**config.mk**
```make
export PLATFORM = sky130hd
export DESIGN_NAME = reloadable_timer_bank
export DESIGN_NICKNAME = d
export VERILOG_FILES = /design/src/sv/rtb_pkg.sv /design/src/sv/reloadable_timer_bank.sv /design/src/sv/rtb_ram.sv /design/src/sv/rtb_out.sv
export SDC_FILE = /design/constraint.sdc
export NUM_CORES = 1
export LEC_CHECK = 0
export BUFFER_PORTS_ARGS = -buffer_cell sky130_fd_sc_hd__buf_2
export CAP_MARGIN = 20
export CORE_MARGIN = 5
export CORE_UTILIZATION = 50
export DETAILED_ROUTE_END_ITERATION = 6
export PLACE_DENSITY = 0.69
export REMOVE_ABC_BUFFERS = 1
export SYNTH_ARGS = -nofsm -noshare
export SYNTH_HDL_FRONTEND = slang
export SYNTH_HIERARCHICAL = 1
export SYNTH_SLANG_ARGS = --single-unit
export TNS_END_PERCENT = 10
```
**constraint.sdc**
```tcl
create_clock -name clk -period 9.8 [get_ports clk]
set_clock_uncertainty 0.1 [all_clocks]
set_input_delay 0.49 -clock clk [delete_from_list [all_inputs] [get_ports clk]]
set_output_delay 0.49 -clock clk [all_outputs]
set_load 0.01 [all_outputs]
```
**src/sv/rtb_pkg.sv**
```systemverilog
// ----------------------------------------------------------------------------
// rtb_pkg
// Shared types and constants for the reloadable timer bank: operation codes,
// the layout of one timer entry in the slot RAM and the layout of one result.
// ----------------------------------------------------------------------------
package rtb_pkg;

  // default configuration
  localparam int SLOTS_DEF    = 8;
  localparam int TAG_BITS_DEF = 16;

  // fixed port widths
  localparam int SLOT_W = 6;
  localparam int TAG_W  = 16;
  localparam int CNT_W  = 32;

  // operation codes
  typedef enum logic [2:0] {
    OP_TICK       = 3'd0,
    OP_ADD        = 3'd1,
    OP_REMOVE     = 3'd2,
    OP_STOP       = 3'd3,
    OP_START      = 3'd4,
    OP_SET_RELOAD = 3'd5
  } op_t;

  // result kinds
  localparam logic KIND_FIRE = 1'b0;
  localparam logic KIND_ADD  = 1'b1;

  // one timer entry as stored in the slot RAM
  typedef struct packed {
    logic             run;
    logic [CNT_W-1:0] reload;
    logic [CNT_W-1:0] count;
    logic [TAG_W-1:0] tag;
  } entry_t;

  // one result item, before the last mark is known
  typedef struct packed {
    logic              kind;
    logic [SLOT_W-1:0] slot;
    logic [TAG_W-1:0]  tag;
    logic              ok;
  } res_t;

endpackage

```
**src/sv/reloadable_timer_bank.sv**
```systemverilog
// ----------------------------------------------------------------------------
// reloadable_timer_bank
// Bank of SLOTS countdown timers with reload. Timer entries live in one slot
// RAM; an occupancy bit per slot sits in flip-flops. A sequencer reads,
// modifies and writes back entries; results leave through rtb_out.
// Operation: tick reads one slot per cycle through the single RAM read port
//   and writes back the slot read before. Add walks one occupancy bit per
//   cycle from slot 0 up to the lowest free slot; stop/start/set reload read
//   the slot, then write it back. Remove and ignored items never leave idle.
// Results appear on the ports one per cycle and cannot be stalled.
// Reset: synchronous; all slots free, no clearing pass needed.
// ----------------------------------------------------------------------------
module reloadable_timer_bank #(
  parameter int SLOTS    = rtb_pkg::SLOTS_DEF,
  parameter int TAG_BITS = rtb_pkg::TAG_BITS_DEF
) (
  input  logic        clk,
  input  logic        rst,
  input  logic        start,
  input  logic [2:0]  operation,
  input  logic [7:0]  slot,
  input  logic [15:0] handler_tag,
  input  logic [31:0] count,
  input  logic [31:0] reload,
  input  logic        start_running,
  output logic        busy,
  output logic        strobe,
  output logic        kind,
  output logic [5:0]  out_slot,
  output logic [15:0] out_tag,
  output logic        add_ok,
  output logic        last
);

  localparam int IW = (SLOTS > 1) ? $clog2(SLOTS) : 1;
  localparam int EW = $bits(rtb_pkg::entry_t);
  localparam logic [15:0] TAG_MASK =
    (TAG_BITS >= 16) ? 16'hFFFF : 16'((32'd1 << TAG_BITS) - 32'd1);

  typedef enum logic [6:0] {
    S_IDLE     = 7'b0000001,
    S_TICK     = 7'b0000010,
    S_ADD_SCAN = 7'b0000100,
    S_ADD_ANS  = 7'b0001000,
    S_SLOT_RD  = 7'b0010000,
    S_SLOT_WB  = 7'b0100000,
    S_FLUSH    = 7'b1000000
  } state_t;

  state_t            state, state_next;
  logic [IW:0]       ctr, ctr_next;
  logic [SLOTS-1:0]  occ, occ_next;
  logic              tick_wb, tick_wb_next;
  logic [IW-1:0]     wb_idx;

  // latched item
  rtb_pkg::op_t      op_q;
  logic [IW-1:0]     slot_q;
  logic [15:0]       tag_q;
  logic [31:0]       cnt_q;
  logic [31:0]       rel_q;
  logic              run_q;

  // ram port signals
  logic              ram_we, ram_re;
  logic [IW-1:0]     ram_waddr, ram_raddr;
  logic [EW-1:0]     ram_wdata, ram_rdata;
  rtb_pkg::entry_t   rd_e, wr_e;

  logic              push, flush;
  rtb_pkg::res_t     push_res;

  logic              accept;
  logic              in_range;
  logic [IW-1:0]     idx_in;
  logic [IW-1:0]     ctr_idx;
  logic [31:0]       dec_cnt;

  assign accept   = start && !busy;
  assign busy     = (state != S_IDLE);
  assign in_range = {1'b0, slot} < 9'(SLOTS);
  assign idx_in   = slot[IW-1:0];
  assign ctr_idx  = ctr[IW-1:0];
  assign rd_e     = rtb_pkg::entry_t'(ram_rdata);
  assign ram_wdata = EW'(wr_e);
  assign dec_cnt  = rd_e.count - 32'd1;

  // sequencer
  always_comb begin
    state_next   = state;
    ctr_next     = ctr;
    occ_next     = occ;
    tick_wb_next = 1'b0;
    ram_re       = 1'b0;
    ram_raddr    = ctr_idx;
    ram_we       = 1'b0;
    ram_waddr    = ctr_idx;
    wr_e         = rd_e;
    push         = 1'b0;
    push_res     = '0;
    flush        = 1'b0;

    unique case (state)
      S_IDLE: begin
        if (accept) begin
          ctr_next = '0;
          case (operation)
            rtb_pkg::OP_TICK:   state_next = S_TICK;
            rtb_pkg::OP_ADD:    state_next = S_ADD_SCAN;
            rtb_pkg::OP_REMOVE: begin
              if (in_range) begin
                occ_next[idx_in] = 1'b0;
              end
            end
            rtb_pkg::OP_STOP, rtb_pkg::OP_START, rtb_pkg::OP_SET_RELOAD: begin
              if (in_range && occ[idx_in]) begin
                state_next = S_SLOT_RD;
              end
            end
            default: state_next = S_IDLE;
          endcase
        end
      end

      // issue one slot read per cycle, the previous slot is written back below
      S_TICK: begin
        if (ctr != (IW+1)'(SLOTS)) begin
          ram_re       = 1'b1;
          ram_raddr    = ctr_idx;
          ctr_next     = ctr + (IW+1)'(1);
          tick_wb_next = 1'b1;
        end else begin
          state_next = S_FLUSH;
        end
      end

      // walk occupancy bits for the lowest free slot
      S_ADD_SCAN: begin
        if (!occ[ctr_idx]) begin
          ram_we       = 1'b1;
          ram_waddr    = ctr_idx;
          wr_e.run     = run_q;
          wr_e.reload  = rel_q;
          wr_e.tag     = tag_q;
          wr_e.count   = cnt_q;
          occ_next[ctr_idx] = (tag_q != '0);
          if (cnt_q == '0 && tag_q != '0) begin
            push          = 1'b1;
            push_res.kind = rtb_pkg::KIND_FIRE;
            push_res.slot = 6'(ctr_idx);
            push_res.tag  = tag_q;
            if (rel_q != '0) begin
              wr_e.count = rel_q;
            end else begin
              occ_next[ctr_idx] = 1'b0;
            end
          end
          state_next = S_ADD_ANS;
        end else if (ctr == (IW+1)'(SLOTS - 1)) begin
          push          = 1'b1;
          push_res.kind = rtb_pkg::KIND_ADD;
          state_next    = S_FLUSH;
        end else begin
          ctr_next = ctr + (IW+1)'(1);
        end
      end

      S_ADD_ANS: begin
        push          = 1'b1;
        push_res.kind = rtb_pkg::KIND_ADD;
        push_res.slot = 6'(ctr_idx);
        push_res.ok   = 1'b1;
        state_next    = S_FLUSH;
      end

      S_SLOT_RD: begin
        ram_re     = 1'b1;
        ram_raddr  = slot_q;
        state_next = S_SLOT_WB;
      end

      // modify the entry read in the cycle before
      S_SLOT_WB: begin
        ram_we    = 1'b1;
        ram_waddr = slot_q;
        case (op_q)
          rtb_pkg::OP_STOP:  wr_e.run = 1'b0;
          rtb_pkg::OP_START: begin
            wr_e.count = rd_e.reload;
            wr_e.run   = 1'b1;
          end
          rtb_pkg::OP_SET_RELOAD: wr_e.reload = rel_q;
          default: ram_we = 1'b0;
        endcase
        state_next = S_IDLE;
      end

      S_FLUSH: begin
        flush      = 1'b1;
        state_next = S_IDLE;
      end

      default: state_next = S_IDLE;
    endcase

    // tick write-back of the slot read in the cycle before
    if (tick_wb && occ[wb_idx] && rd_e.run) begin
      ram_we     = 1'b1;
      ram_waddr  = wb_idx;
      wr_e       = rd_e;
      wr_e.count = dec_cnt;
      if (dec_cnt == '0) begin
        push          = 1'b1;
        push_res.kind = rtb_pkg::KIND_FIRE;
        push_res.slot = 6'(wb_idx);
        push_res.tag  = rd_e.tag;
        if (rd_e.reload != '0) begin
          wr_e.count = rd_e.reload;
        end else begin
          occ_next[wb_idx] = 1'b0;
        end
      end
    end
  end

  // control registers
  always_ff @(posedge clk) begin
    if (rst) begin
      state   <= S_IDLE;
      ctr     <= '0;
      occ     <= '0;
      tick_wb <= 1'b0;
    end else begin
      state   <= state_next;
      ctr     <= ctr_next;
      occ     <= occ_next;
      tick_wb <= tick_wb_next;
    end
  end

  // item and write-back address registers
  always_ff @(posedge clk) begin
    if (accept) begin
      op_q   <= rtb_pkg::op_t'(operation);
      slot_q <= idx_in;
      tag_q  <= handler_tag & TAG_MASK;
      cnt_q  <= count;
      rel_q  <= reload;
      run_q  <= start_running;
    end
    if (ram_re) begin
      wb_idx <= ram_raddr;
    end
  end

  rtb_ram #(
    .WIDTH (EW),
    .DEPTH (SLOTS),
    .AW    (IW)
  ) u_slot_ram (
    .clk   (clk),
    .we    (ram_we),
    .waddr (ram_waddr),
    .wdata (ram_wdata),
    .re    (ram_re),
    .raddr (ram_raddr),
    .rdata (ram_rdata)
  );

  rtb_out u_out (
    .clk      (clk),
    .rst      (rst),
    .push     (push),
    .push_res (push_res),
    .flush    (flush),
    .strobe   (strobe),
    .kind     (kind),
    .out_slot (out_slot),
    .out_tag  (out_tag),
    .add_ok   (add_ok),
    .last     (last)
  );

  // an add answer is always the final result of its item
  a_add_last: assert property (@(posedge clk) disable iff (rst)
    strobe && kind == rtb_pkg::KIND_ADD |-> last)
    else $error("add answer without last mark");

  // more results pending means the block is still busy
  a_not_last_busy: assert property (@(posedge clk) disable iff (rst)
    strobe && !last |-> busy)
    else $error("non-final result while idle");

  // pipelined tick never reads and writes the same slot in one cycle
  a_no_rw_clash: assert property (@(posedge clk) disable iff (rst)
    ram_we && ram_re |-> ram_waddr != ram_raddr)
    else $error("slot ram read/write collision");

  // occupancy changes only through an accepted or running item
  a_occ_idle: assert property (@(posedge clk) disable iff (rst)
    !busy && !start |=> $stable(occ))
    else $error("occupancy changed while idle");

endmodule

```
**src/sv/rtb_ram.sv**
```systemverilog
// ----------------------------------------------------------------------------
// rtb_ram
// Generic simple dual-port RAM: one write port, one read port, registered
// read data.
// ----------------------------------------------------------------------------
module rtb_ram #(
  parameter int WIDTH = 8,
  parameter int DEPTH = 8,
  parameter int AW    = (DEPTH > 1) ? $clog2(DEPTH) : 1
) (
  input  logic             clk,
  input  logic             we,
  input  logic [AW-1:0]    waddr,
  input  logic [WIDTH-1:0] wdata,
  input  logic             re,
  input  logic [AW-1:0]    raddr,
  output logic [WIDTH-1:0] rdata
);

  logic [WIDTH-1:0] mem [DEPTH];

  // write port
  always_ff @(posedge clk) begin
    if (we) begin
      mem[waddr] <= wdata;
    end
  end

  // registered read port
  always_ff @(posedge clk) begin
    if (re) begin
      rdata <= mem[raddr];
    end
  end

endmodule

```
**src/sv/rtb_out.sv**
```systemverilog
// ----------------------------------------------------------------------------
// rtb_out
// Result stage: holds back the newest result by one push so that the final
// result of an item can carry the last mark, then drives the result ports.
// ----------------------------------------------------------------------------
module rtb_out (
  input  logic                 clk,
  input  logic                 rst,
  input  logic                 push,
  input  rtb_pkg::res_t        push_res,
  input  logic                 flush,
  output logic                 strobe,
  output logic                 kind,
  output logic [5:0]           out_slot,
  output logic [15:0]          out_tag,
  output logic                 add_ok,
  output logic                 last
);

  rtb_pkg::res_t hold;
  logic          hold_vld;
  logic          emit;
  logic          emit_last;

  // a push releases the held result, a flush releases it as the last one
  always_comb begin
    emit      = hold_vld && (push || flush);
    emit_last = !push && flush;
  end

  // hold register
  always_ff @(posedge clk) begin
    if (rst) begin
      hold_vld <= 1'b0;
    end else if (push) begin
      hold_vld <= 1'b1;
    end else if (flush) begin
      hold_vld <= 1'b0;
    end
  end

  always_ff @(posedge clk) begin
    if (push) begin
      hold <= push_res;
    end
  end

  // result port registers
  always_ff @(posedge clk) begin
    if (rst) begin
      strobe <= 1'b0;
    end else begin
      strobe <= emit;
    end
  end

  always_ff @(posedge clk) begin
    if (emit) begin
      kind     <= hold.kind;
      out_slot <= hold.slot;
      out_tag  <= hold.tag;
      add_ok   <= hold.ok;
      last     <= emit_last;
    end
  end

endmodule
```
Word-level counts from Yosys, hierarchy flattened

Memory sizes are Yosys's and may differ from the RTL's. A register that Yosys moved wholly into a read port is not among the register bits.
Cells that the tools add are included.

Bits in writable memories: 648
Register bits: 161
Bits of input ports: 95
Memories kept: 1
Word-level logic and storage cells: 165
Bits in latches: 0
Memory bits (read-only): 0
Output and inout port bits: 27

Equality and inequality tests: 26
Magnitude comparators: 7
Bitwise gates (word level): 7
$add $sub $neg: 2
Muxes and demuxes: 74
Shifts and indexed selects: 0
Divide/modulo/power cells: 0
Reductions and logical operators: 26
$mul: 0

Memory list:

| memory         | depth | bits a word | rd ports | clocked after memory_dff | wr ports | line          | source |
|---|---|---|---|---|---|---|---|
| u_slot_ram.mem | 8     | 81          | 1        | 1                        | 1        | rtb_ram.sv:20 | `logic [WIDTH-1:0] mem [DEPTH];` |

Operators by type and width:

| cell                  | number |
|---|---|
| $mux 32               | 6 |
| $mux 81               | 2 |
| $pmux 65 s2           | 1 |
| $mux 8                | 9 |
| $logic_not 32->1      | 2 |
| $reduce_bool 32->1    | 2 |
| $mux 23               | 2 |
| $mux 7                | 5 |
| $pmux 7 s5            | 1 |
| $mux 16               | 2 |
| $sub 32x1->32 const B | 1 |
| $pmux 7 s4            | 1 |
| $and 8x8->8           | 3 |
| $not 8->8             | 3 |
| $mux 1                | 22 |
| $mux 22               | 1 |
| $mux 19               | 1 |
| $mux 4                | 4 |
| $pmux 8 s2            | 1 |
| $reduce_bool 16->1    | 1 |
| $pmux 7 s2            | 1 |
| $eq 3x3->1 const B    | 4 |
| $lt 3x4->1 const B    | 3 |
| $ne 2x2->1 const B    | 6 |
| 32 further kinds      | 58 |

Depth between registers and ports, before layout

Word-level depth: 14
Mapped depth: 14

Modules after synthesis

The synthesis kept the hierarchy.

Modules (own cells, without submodules):

| module                | cells each | instances | area each (µm²) |
|---|---|---|---|
| rtb_ram               | 1030       | 1         | 27161.0 |
| reloadable_timer_bank | 906        | 1         | 7970.1 |
| rtb_out               | 57         | 1         | 1556.5 |

Least setup slack after synthesis

Ideal clock, no wire load.

Kind: register to register
From: reg wb_idx[1]
To: mem u_slot_ram/mem[0][0] (netlist name) (enable)
Path buffers: 3
Slack: 1.307 ns
Arrival time: 7.774 ns
Cell stages (with the launch flop): 10
Required time: 9.080 ns
Setup time: 0.620 ns
Path through: edfxtp_1 clkbuf_1 mux4_2 mux2i_1 or2_2 clkbuf_1 clkbuf_1 a31oi_1 nand2b_1 nor3_1

RTL lines:

| item                            | line                         | source |
|---|---|---|
| start, declared                 | reloadable_timer_bank.sv:54  | `logic [IW-1:0] wb_idx;` |
| start signal, assigned          | reloadable_timer_bank.sv:252 | `wb_idx <= ram_raddr;` |
| $bmux 1 s3                      | reloadable_timer_bank.sv:207 | `if (tick_wb && occ[wb_idx] && rd_e.run) begin` |
| $mux 1 (not written as such)    | reloadable_timer_bank.sv:207 |  |
| $logic_and 1x1->1 (2 in series) | reloadable_timer_bank.sv:207 |  |
| $mux 3                          | reloadable_timer_bank.sv:207 |  |
| net ram_waddr[2]                | reloadable_timer_bank.sv:66  | `logic [IW-1:0] ram_waddr, ram_raddr;` |
| end, declared                   | rtb_ram.sv:20                |  |

The timed path passes the listed nets, and every way through them passes these cells. The select of a mux whose other input is x is not followed.

Worst setup path in the final report

From: reg u_slot_ram.rdata[20] (read register of u_slot_ram.mem)
To: reg u_out.out_tag[13] (enable)

Longest elaborated chain between the ends: 6

Ends and longest elaborated chain:

| item                 | line                         | source |
|---|---|---|
| start, declared      | rtb_ram.sv:17                | `output logic [WIDTH-1:0] rdata` |
| $sub 32x1->32        | reloadable_timer_bank.sv:86  | `assign dec_cnt = rd_e.count - 32'd1;` |
| $logic_not 32->1     | reloadable_timer_bank.sv:212 | `if (dec_cnt == '0) begin` |
| $mux 1               | reloadable_timer_bank.sv:212 |  |
| $mux 1               | reloadable_timer_bank.sv:207 |  |
| net push             | reloadable_timer_bank.sv:70  | `logic push, flush;` |
| $logic_or 1x1->1     | rtb_out.sv:27                | `emit = hold_vld && (push \|\| flush);` |
| $logic_and 1x1->1    | rtb_out.sv:27                |  |
| net u_out.emit       | rtb_out.sv:22                | `logic emit;` |
| end signal, assigned | rtb_out.sv:61                | `out_tag <= hold.tag;` |
| end, declared        | rtb_out.sv:15                | `output logic [15:0] out_tag,` |

The timed path passes the listed nets, and every way through them passes these cells.
A chain may end at the register's enable or synchronous reset.

==> flow_summary.ini <==
[outcome]
status = finished clean

[global_routing]
grtUsageMet1 = 0.310
grt_pass1_wl_um = 131000
grt.overflow.total = 0
antenna_found_initial = 0
grt_usage = 0.221
grt_max_degree = 94
top_usage_layer = met2
use_met2 = 0.366
grt_pass1_vias = 20300
use_met3 = 0.0363

[timing]
fmax_mhz = 182
hold_viol_final = 0
slew_violations = 0
finalSetupTns_ns = 0
min_period_ns = 5.50
setup_viol = 0
setup_ws_ns = 4.30
whs_ns = 0.0713
rsz0062_at_grt = no
slew-limit-headroom = 0.247
fin_crit_sh = 0.561
worstMarginPinSlew_ns = 1.13

[synth]
synth.distinct_cells = 82
ys_seq_area_frac = 0.722
yosys_warnings = 6
async_reset_ff_frac = 0
syn_area_mm2 = 0.0367
yosys_most_used_dff = edfxtp_1
synth-seq-cells = 890
synth-edff-count = 868
syn_inst = 1993
avgSynthCellArea_um2 = 18.4

[setup_path]
cp.arrival_ns = 5.66
worst_path_max_delay_cell = o21a_1
worstSetupStartpointType = flop
cp_max_fo = 27
cpLargestDelayFamily = simple AND/OR/NAND/NOR gates
r2r-end = u_out/out_tag[13]
cp_num_buf_inv = 1
ff2ff_path_depth = 9
crit_type = flop to flop
crit_chain = nor3_2 > nand4_1 > o31a_1 > nor3_1 > and4b_1 > nand4_2 > buf_4 > nand2_1 > o21a_1
end_kind = flop
cp.required_ns = 9.96
reg2reg_from = u_slot_ram/rdata[20]
critPathMaxStageDelay_ns = 0.93
regToRegSetupSlack_ns = 4.30

[power_and_ir_drop]
p_total_mw = 7.77
switching_power_mw = 1.55
ir_drop_v = 0.000186
cellPowerDensity_mw_per_mm2 = 184
power.leakage_nw = 13.5
power.share.clock = 0.444
p_seq_frac = 0.540
internal_power_mw = 6.21
swShare = 0.200
combinationalPowerShare = 0.016

[layout]
layout_commonest_cell = edfxtp_1
drive_gt1_frac = 0.265
seq_area_mm2 = 0.0265
areaGrowthSynthToFinish_pct = 14.9
diodes = 0
final_cell_mix = edfxtp_1 (868), mux4_2 (164), buf_2 (121)
multi_input_comb_area_mm2 = 0.00954
n_fill_cell = 5319
fin_util = 0.579
fin_area_mm2 = 0.0422
layout.nets = 2317
fin_cells = 3254

[placement]
gp_congestion = 0.914
placed_cells = 3000
port_buffers = 121
dp_hpwl_um = 52100
dp_slack_ns = 4.36
place_area_mm2 = 0.0383

[drt]
drt-total-wl_um = 87400
drtIter0Drc = 2200
drt_pass1_iterations = 6
drc = 0
vias = 20000
avgRoutedWirePerCell_um = 26.9
ant_nets = 0
avgViaCountPerCell = 6.15

[floorplan]
die_area_mm2 = 0.0789
core_mm2 = 0.0728
die_x_um = 281
ios = 122
num_rows = 99
die_y_um = 281
initial_utilization = 0.504

[clock_network]
clk_latency_ns = 0.66
cts.path.max_buffers = 3
cts_tree = done
cts-root-buf = clkbuf_16
cts.sinks = 890
path_clk_slew_ns = 0.06
cts_inserted_buffers = 91
htree_num_levels = 3

[worst_hold_path]
hold_depth = 1
hold_path.startpoint = slot[1]
hp-class = input pin to flop
holdPathEnd = slot_q[1]

[run]
cap_viol_max_count = 0
how the worst max path moves through the flow:
stage                          from  cells after the start  slack (ns)                    to
2_1_floorplan              state[1]                      6        1.17  u_slot_ram/mem[0][0]
3_3_place_gp   u_slot_ram/rdata[20]                      9        4.59     u_out/out_tag[11]
3_5_place_dp   u_slot_ram/rdata[20]                      9        4.36     u_out/out_tag[11]
4_1_cts        u_slot_ram/rdata[20]                      9        4.34     u_out/out_tag[10]
5_1_grt        u_slot_ram/rdata[20]                      9        3.95      u_out/out_tag[8]
6_report       u_slot_ram/rdata[20]                      9        4.30     u_out/out_tag[13]
registers in the layout, summed over array words and instances (netlist names), 4 cells and up:
name,count
u_out/hold,24
ctr,4
occ,8
u_out/out_slot,6
u_slot_ram/mem,648
state,7
u_slot_ram/rdata,81
tag_q,16
cnt_q,32
u_out/out_tag,16
rel_q,32
timing repair:
item,4_1_cts,5_1_grt
buffers inserted,0,0
hold buffers,83,0
gates resized for setup,0,0
hold endpoints to repair,83,0
cells in the mapped netlist, drive strengths merged (6+ instances only):
| library cell | number | share of area |
|---|---|---|
| nor4b | 6 | 0.0018 |
| clkbuf | 62 | 0.0064 |
| edfxtp | 868 | 0.71 |
| mux2 | 112 | 0.043 |
| nand3 | 21 | 0.0029 |
| and4b | 6 | 0.0016 |
| o22ai | 8 | 0.0014 |
| nor3 | 27 | 0.0040 |
| xnor2 | 16 | 0.0038 |
| nor4 | 46 | 0.0080 |
| nand2 | 84 | 0.0086 |
| o21a | 7 | 0.0014 |
| and3 | 15 | 0.0026 |
| buf | 53 | 0.011 |
| mux2i | 28 | 0.0076 |
| nand4 | 42 | 0.0075 |
| mux4 | 165 | 0.10 |
| dfxtp | 22 | 0.012 |
| nor2 | 63 | 0.0067 |
| xor2 | 10 | 0.0026 |
| nand2b | 12 | 0.0020 |
| inv | 42 | 0.0043 |
| nor2b | 7 | 0.0014 |
| o31a | 6 | 0.0014 |
| nor3b | 7 | 0.0014 |
| a21oi | 58 | 0.0079 |
| a211oi | 16 | 0.0033 |
| a31oi | 48 | 0.0084 |
| o211ai | 6 | 0.0012 |
| o21ai | 63 | 0.0086 |
final cells by class:
cell class                 count  share of cell area
clock buffer                 110              0.0567
clock inverter                60              0.0142
inverter                      42             0.00380
multi-input combinational    948               0.226
sequential                   890               0.629
tap                          959              0.0285
timing repair buffer         245              0.0417
power by group through the flow:
| stage | logic (mW) | clock network, mW | registers (mW) |
|---|---|---|---|
| 4_1_cts | 0.126 | 3.51 | 4.20 |
| 3_5_place_dp | 0.0990 | 0 | 4.28 |
| 6_report | 0.125 | 3.45 | 4.20 |
| 2_1_floorplan | 0.0498 | 0 | 4.26 |
| 5_1_grt | 0.134 | 3.68 | 4.20 |
| 3_3_place_gp | 0.0959 | 0 | 4.28 |
per-layer routing:
layer	vias up	wire [um]
met5	-	0
met4	0	2370
met3	171	6240
met2	889	43200
met1	10300	35600
li1	8605	-
kinds of logic after synthesis:
kind of cell / count (synthesis) / share of synthesized area
other: 1 / 0.000102
adders and majority gates: 4 / 0.00136
buffers and inverters: 157 / 0.0219
muxes: 305 / 0.152
and+or+nand+nor: 365 / 0.0547
DFF: 890 / 0.722
xor gates and xnor gates: 26 / 0.00641
AOI/OAI and AO/OA: 245 / 0.0415
Note: power is estimated with default switching activity, not from simulation.
